$ cat src/hw/rtl/gn_ease.sv
// Ease stage chain: fraction t to 6t^5-15t^4+10t^3, one multiply per stage.
module gn_ease #(
   parameter int FRAC_BITS = 16
) (
   input  logic                 clock,
   input  logic                 en,
   input  logic [FRAC_BITS-1:0] t,
   output logic [FRAC_BITS:0]   e
);
   localparam int SW = FRAC_BITS + 6;
   localparam int PW = 2 * SW;
   localparam logic signed [SW-1:0] ONE = SW'(1) <<< FRAC_BITS;

   logic [FRAC_BITS-1:0] t_ff [4];
   logic signed [SW-1:0] s_ff [4];
   logic signed [SW-1:0] s_in [4];
   logic [FRAC_BITS:0] e_ff;
   logic [FRAC_BITS:0] e_in;

   function automatic logic signed [SW-1:0] mulq(input logic [FRAC_BITS-1:0] a,
                                                 input logic signed [SW-1:0] b);
      logic signed [PW-1:0] p;
      logic [PW-1:0] m;
      p = $signed({{(PW-FRAC_BITS){1'b0}}, a}) * PW'(b);
      m = p[PW-1] ? PW'(-p) : PW'(p);
      m = (m + (PW'(1) << (FRAC_BITS - 1))) >> FRAC_BITS;
      return p[PW-1] ? -SW'(m) : SW'(m);
   endfunction

   always_comb begin
      s_in[0] = SW'(6 * $signed({{(SW-FRAC_BITS){1'b0}}, t}) - 15 * ONE);
      s_in[1] = SW'(mulq(t_ff[0], s_ff[0]) + 10 * ONE);
      s_in[2] = mulq(t_ff[1], s_ff[1]);
      s_in[3] = mulq(t_ff[2], s_ff[2]);
      begin
         logic signed [SW-1:0] f;
         f = mulq(t_ff[3], s_ff[3]);
         if (f < 0) e_in = '0;
         else if (f > ONE) e_in = (FRAC_BITS+1)'(ONE);
         else e_in = f[FRAC_BITS:0];
      end
   end

   // Advance the ease chain
   always_ff @(posedge clock) begin
      if (en) begin
         t_ff[0] <= t;
         for (int i = 1; i < 4; i++) t_ff[i] <= t_ff[i-1];
         s_ff <= s_in;
         e_ff <= e_in;
      end
   end

   assign e = e_ff;
endmodule

$ cat config.mk
export PLATFORM = sky130hd
export DESIGN_NAME = gn_ease
export DESIGN_NICKNAME = d
export VERILOG_FILES = /design/src/hw/rtl/gn_ease.sv
export SDC_FILE = /design/constraint.sdc
export NUM_CORES = 2
export LEC_CHECK = 0
export ABC_AREA = 1
export BUFFER_PORTS_ARGS = -buffer_cell sky130_fd_sc_hd__buf_4
export CAP_MARGIN = 20
export CORE_ASPECT_RATIO = 0.6
export CORE_MARGIN = 2
export CORE_UTILIZATION = 25
export DETAILED_ROUTE_END_ITERATION = 7
export HOLD_SLACK_MARGIN = 0.06
export PLACE_DENSITY_LB_ADDON = 0.15
export SYNTH_ARGS = -nofsm -noshare
export SYNTH_HDL_FRONTEND = slang
export SYNTH_SLANG_ARGS = --single-unit
$ cat constraint.sdc
create_clock -name clock -period 9 [get_ports clock]
set_input_delay 0 -clock clock [delete_from_list [all_inputs] [get_ports clock]]
set_output_delay 0 -clock clock [all_outputs]
set_load 0.1 [all_outputs]
# --- Word level (Yosys, flattened, before mapping) ---
# Memory sizes are Yosys's and may differ from the RTL's.
# Cells that the tools add are included.
word_totals:
  ff_bits: 104
  mem_bits_rw: 64
  out_inout_bits: 17
  mem_count: 1
mem_list:
  columns: ["name", "words", "width", "rd", "rd_ports_with_merged_regs", "wr", "line", "rtl"]
  rows:
  - ["t_ff", 4, 16, 4, 0, 4, "14", "logic [FRAC_BITS-1:0] t_ff [4];"]
classes:
  addsub: 14
  n_mul: 5
  order_cmp: 2
  muxes: 11
  reduce_logical: 1
op_table:
  columns: ["operator", "count"]
  rows:
  - ["$add A38 B16 Y38 const B", 4]
  - ["$mux W38", 4]
  - ["$neg A38 Y38", 4]
  - ["$mul A17 B22 Y39", 3]
  - ["$mux W22", 4]
  - ["$neg A22 Y22", 4]
  - ["$mul A17 B21 Y38", 1]
  - ["$add A22 B21 Y22 const B", 1]
  - ["$gt A22 B18 Y1 const B", 1]
  - ["$lt A22 B1 Y1 const B", 1]
  - ["$sub A19 B20 Y21 const B", 1]
  - ["$mul A2 B16 Y18 const A", 1]
  - ["$mux W17", 1]
  - ["$mux W1", 2]
  - ["$reduce_or A2 Y1", 1]

# --- Logic depth before layout (Yosys ltp) ---
# An unclocked memory read counts as a cell.
depth:
  depth_word: 9
  ltp_mapped: 56

# --- Worst setup path before layout ---
# No wires, ideal clock.
synth_path:
  path_kind: "register to register"
  startpoint: "mem t_ff[0][9]"
  endpoint: "reg s_ff[65] (netlist name) (data pin)"
  setup_ns: 0.253
  t_arrival_ns: 7.875
  required_time_ns: 8.747
  path_slack_ns: 0.872
  path_stages_with_launch: 51
  cell_sequence: "edfxtp_1 -> clkbuf_1 -> buf_1 -> nand2_1 -> fa_1 -> inv_1 -> fa_1 -> inv_1 -> fa_1 -> inv_1 -> fa_1 -> inv_1 -> fa_1 -> inv_1 -> fa_1 -> ha_1 -> nand2_1 -> inv_1 -> [... 15 more ...] -> nand2_1 -> ha_1 -> nand4_1 -> nor2_1 -> nand2_1 -> o21ai_2 -> nand3_2 -> inv_1 -> nand2_1 -> nand3_1 -> nand2_1 -> inv_1 -> ha_1 -> inv_1 -> nand2_1 -> nand2_1 -> nand2_1 -> nand2_1"
synth_lines:
  columns: ["item", "line", "rtl"]
  rows:
  - ["start, declared", "14", null]
  - ["end signal, assigned", "49", "s_ff <= s_in;"]
  - ["end, declared", "15", "logic signed [SW-1:0] s_ff [4];"]

==> run summary <==
Yosys warnings = 0
Clock tree sinks = 165
Vias in the first global route = 60002
Initial Util = 25.22%
Simple-gate share of the synthesized area = 24.03%
Critical path's largest stage delay = 0.56 ns
Number of fill cells = 29942
Hold Violations, Final = 0
Worst-margin pin slew = 0.9526 ns
Compound-Gate Fraction of Synth Area = 3.053%
WS Path Type = reg2reg
Final Critical Period = 8.670 ns
Post-detail-place hpwl = 236600 um
DRC = 0
Layout cell share with drive strength beyond 1 = 16.63%
CP most frequent cell = nand2_1
Total core area = 275700 um^2
Commonest non-fill, non-tap cell in the layout = nand2_1
Detail Route Antenna Nets = 0
Main synth FF type = edfxtp_1
Status = finished, final reports clean
Die Ht = 412.6 um
Cell area after layout = 85800 um^2
H-tree depth = 4
Critical path data required time = 9.33 ns
Clk_lat worst skew = 0.60 ns
CP Max Fanout = 8
Met1 GRT Util = 36.20%
Slowest CP cell = fa_1
Global-route wire length before repair = 404900 um
Final setup fails = 0
I/O Buffers = 34
RD Place Congestion = 0.9513
Slew Viols, Final = 0
Clock buffer depth = 3
Max-cap violation count = 0
Multiplexer share of the synthesized area = 0%
CTS tree = done
CTS clk-pin slew, worst paths = 0.08 ns
Starting DRC count in detailed routing = 5611
Crit-path leading delay family = adder cells
Largest net degree at the start of global routing = 112
Ports = 35
Worst hold path class = in2reg
Die area = 282600 um^2
Area growth syn-to-layout = 23.36%
Synth Net Count = 11375
Wire per inst = 19.25 um
Met2 Resource Use GR = 17.96%
Tot GR Track Use = 19.32%
Multi-input logic area = 55000 um^2
Critical Path AT = 9.00 ns
Most frequent cells in the layout = nand2_1 (2670), inv_1 (2669), fa_1 (1353), buf_4 (972), nor2_1 (398)
F_max = 115.3 MHz
Num CTS Buffers = 25
Yosys cell types = 55
Via density = 4.346
Asr flop ratio synth = 0%
Sequential cell area = 4955 um^2
Critical path buffers and inverters = 7
M3 GR Usage = 7.328%
Post-synth EDFFs = 165
1st-pass router iterations = 6
CP Capture Type = flip-flop
Nets = 12214
Slew headroom = 35.91%
Vias = 61380
Layer carrying the most global-route usage = met1
Main combinational cell family by area after synthesis = adder cells
Xor/xnor cell area share of the yosys netlist = 2.502%
Startpoint class of the critical path = flip-flop
Sequential area share after synthesis = 7.124%
Post-synthesis area per instance = 7.262 um^2
Adder-Cell Fraction of Synth Area = 46.80%
GR Overflow Total = 0
Mapped Cells = 9577
Final setup skew = 0.03198 ns
Register bit count reported by yosys = 165
Synth Cell Area = 69550 um^2
Clock Tree Root = clkbuf_16
Area after DPL = 81670 um^2
Initial antenna violation count = 4
Die width = 684.9 um
Std cell rows = 149
DRT Wirelength = 271900 um
Tcrit/Tclk final = 96.34%
-- Yosys cell counts, types with 5 or more instances --
| library cell | number | share of area [%] |
|---|---|---|
| o21ai_0 | 92 | 0.66 |
| nand3_2 | 14 | 0.20 |
| ha_1 | 411 | 7.4 |
| nor2_1 | 504 | 2.7 |
| o21a_1 | 5 | 0.054 |
| nand2_1 | 2775 | 15 |
| nor2_4 | 13 | 0.21 |
| xor2_1 | 126 | 1.6 |
| buf_6 | 6 | 0.097 |
| nand3b_1 | 29 | 0.31 |
| nor2_2 | 55 | 0.49 |
| xnor2_1 | 69 | 0.87 |
| a31oi_1 | 10 | 0.090 |
| nor3_1 | 58 | 0.42 |
| and2_1 | 9 | 0.081 |
| nand3_1 | 349 | 2.5 |
| o21bai_1 | 26 | 0.28 |
| o21ai_2 | 6 | 0.076 |
| o211ai_1 | 7 | 0.076 |
| inv_2 | 26 | 0.14 |
| buf_1 | 49 | 0.26 |
| or2_2 | 8 | 0.072 |
| nor4_1 | 19 | 0.17 |
| inv_1 | 2680 | 14 |
| edfxtp_1 | 165 | 7.1 |
| nand4_1 | 137 | 1.2 |
| nand2_2 | 45 | 0.40 |
| buf_2 | 9 | 0.065 |
| a21oi_1 | 160 | 1.2 |
| fa_1 | 1369 | 39 |
| clkbuf_1 | 263 | 1.4 |
| a21oi_2 | 6 | 0.076 |
| o21ai_1 | 12 | 0.086 |
| a21o_1 | 17 | 0.18 |
-- cell type report --
class | instances | area share (%)
Tap cell | 3699 | 5.394
Clock inverter | 5 | 0.03062
Clock buffer | 28 | 0.7423
Multi-Input combinational cell | 6375 | 64.11
Antenna cell | 2 | 0.005833
Timing Repair Buffer | 1142 | 12.10
Sequential cell | 165 | 5.775
Inverter | 2707 | 11.85
-- per-layer routing --
metal	wire length (um)	part of all wire, %	vias to the layer above
met4	1459	0.54	6
met1	166300	61	30016
met2	71000	26	2015
li1	-	-	29267
met5	218	0.080	-
met3	32960	12	76
-- per-stage QoR --
step | utilization (%) | instances | setup WS (ns) | setup TNS (ns) | hold slack, ns
4_1_cts | 29.97 | 14014 | 0.001617 | 0 | 0.1386
3_3_place_gp | 29.62 | 13959 | -0.4617 | -3.116 | 0.2060
5_1_grt | 31.12 | 14122 | -0.06718 | -0.5412 | 0.1593
2_1_floorplan | - | 9577 | 0.8718 | 0 | 0.09887
6_report | 31.12 | 14123 | 0.3296 | 0 | 0.1886
3_5_place_dp | 29.62 | 13959 | -0.4291 | -3.117 | 0.2135
-- cell families (layout without fill, tap and decap cells) --
| family | after synthesis | count (layout) |
|---|---|---|
| adders and majority gates | 1780 | 1780 |
| xor gates and xnor gates | 197 | 197 |
| buffers and inverters | 3038 | 3882 |
| AOI/OAI and AO/OA | 364 | 364 |
| DFF | 165 | 165 |
| other | 0 | 2 |
| and+or+nand+nor | 4033 | 4034 |
-- repair_timing --
action | 4_1_cts | 5_1_grt
gates resized for setup | 12 | 526
hold endpoints to repair | 47 | 0
pin swaps | 1 | 132
cloned | 0 | 9
hold buffers | 17 | 0
setup buffers | 5 | 97
setup endpoints to repair | 24 | 48
-- flip-flops by register name, indices dropped and copies added (netlist names) --
| register | count |
|---|---|
| t_ff | 63 |
| s_ff | 85 |
| e | 17 |
-- worst paths after layout --
kind	start	to	slack, ns	cells past startpoint
worst max-delay path	t_ff[2][9]	s_ff[20]	0.33	40
worst min-delay path	t[13]	t_ff[0][13]	0.19	2
worst max register to register	t_ff[2][9]	s_ff[20]	0.33	40
worst min register to register	t_ff[2][11]	t_ff[3][11]	0.69	1
Power is not shown: default switching activity piles up to over one toggle a cycle in this logic, so the estimate is an artifact.
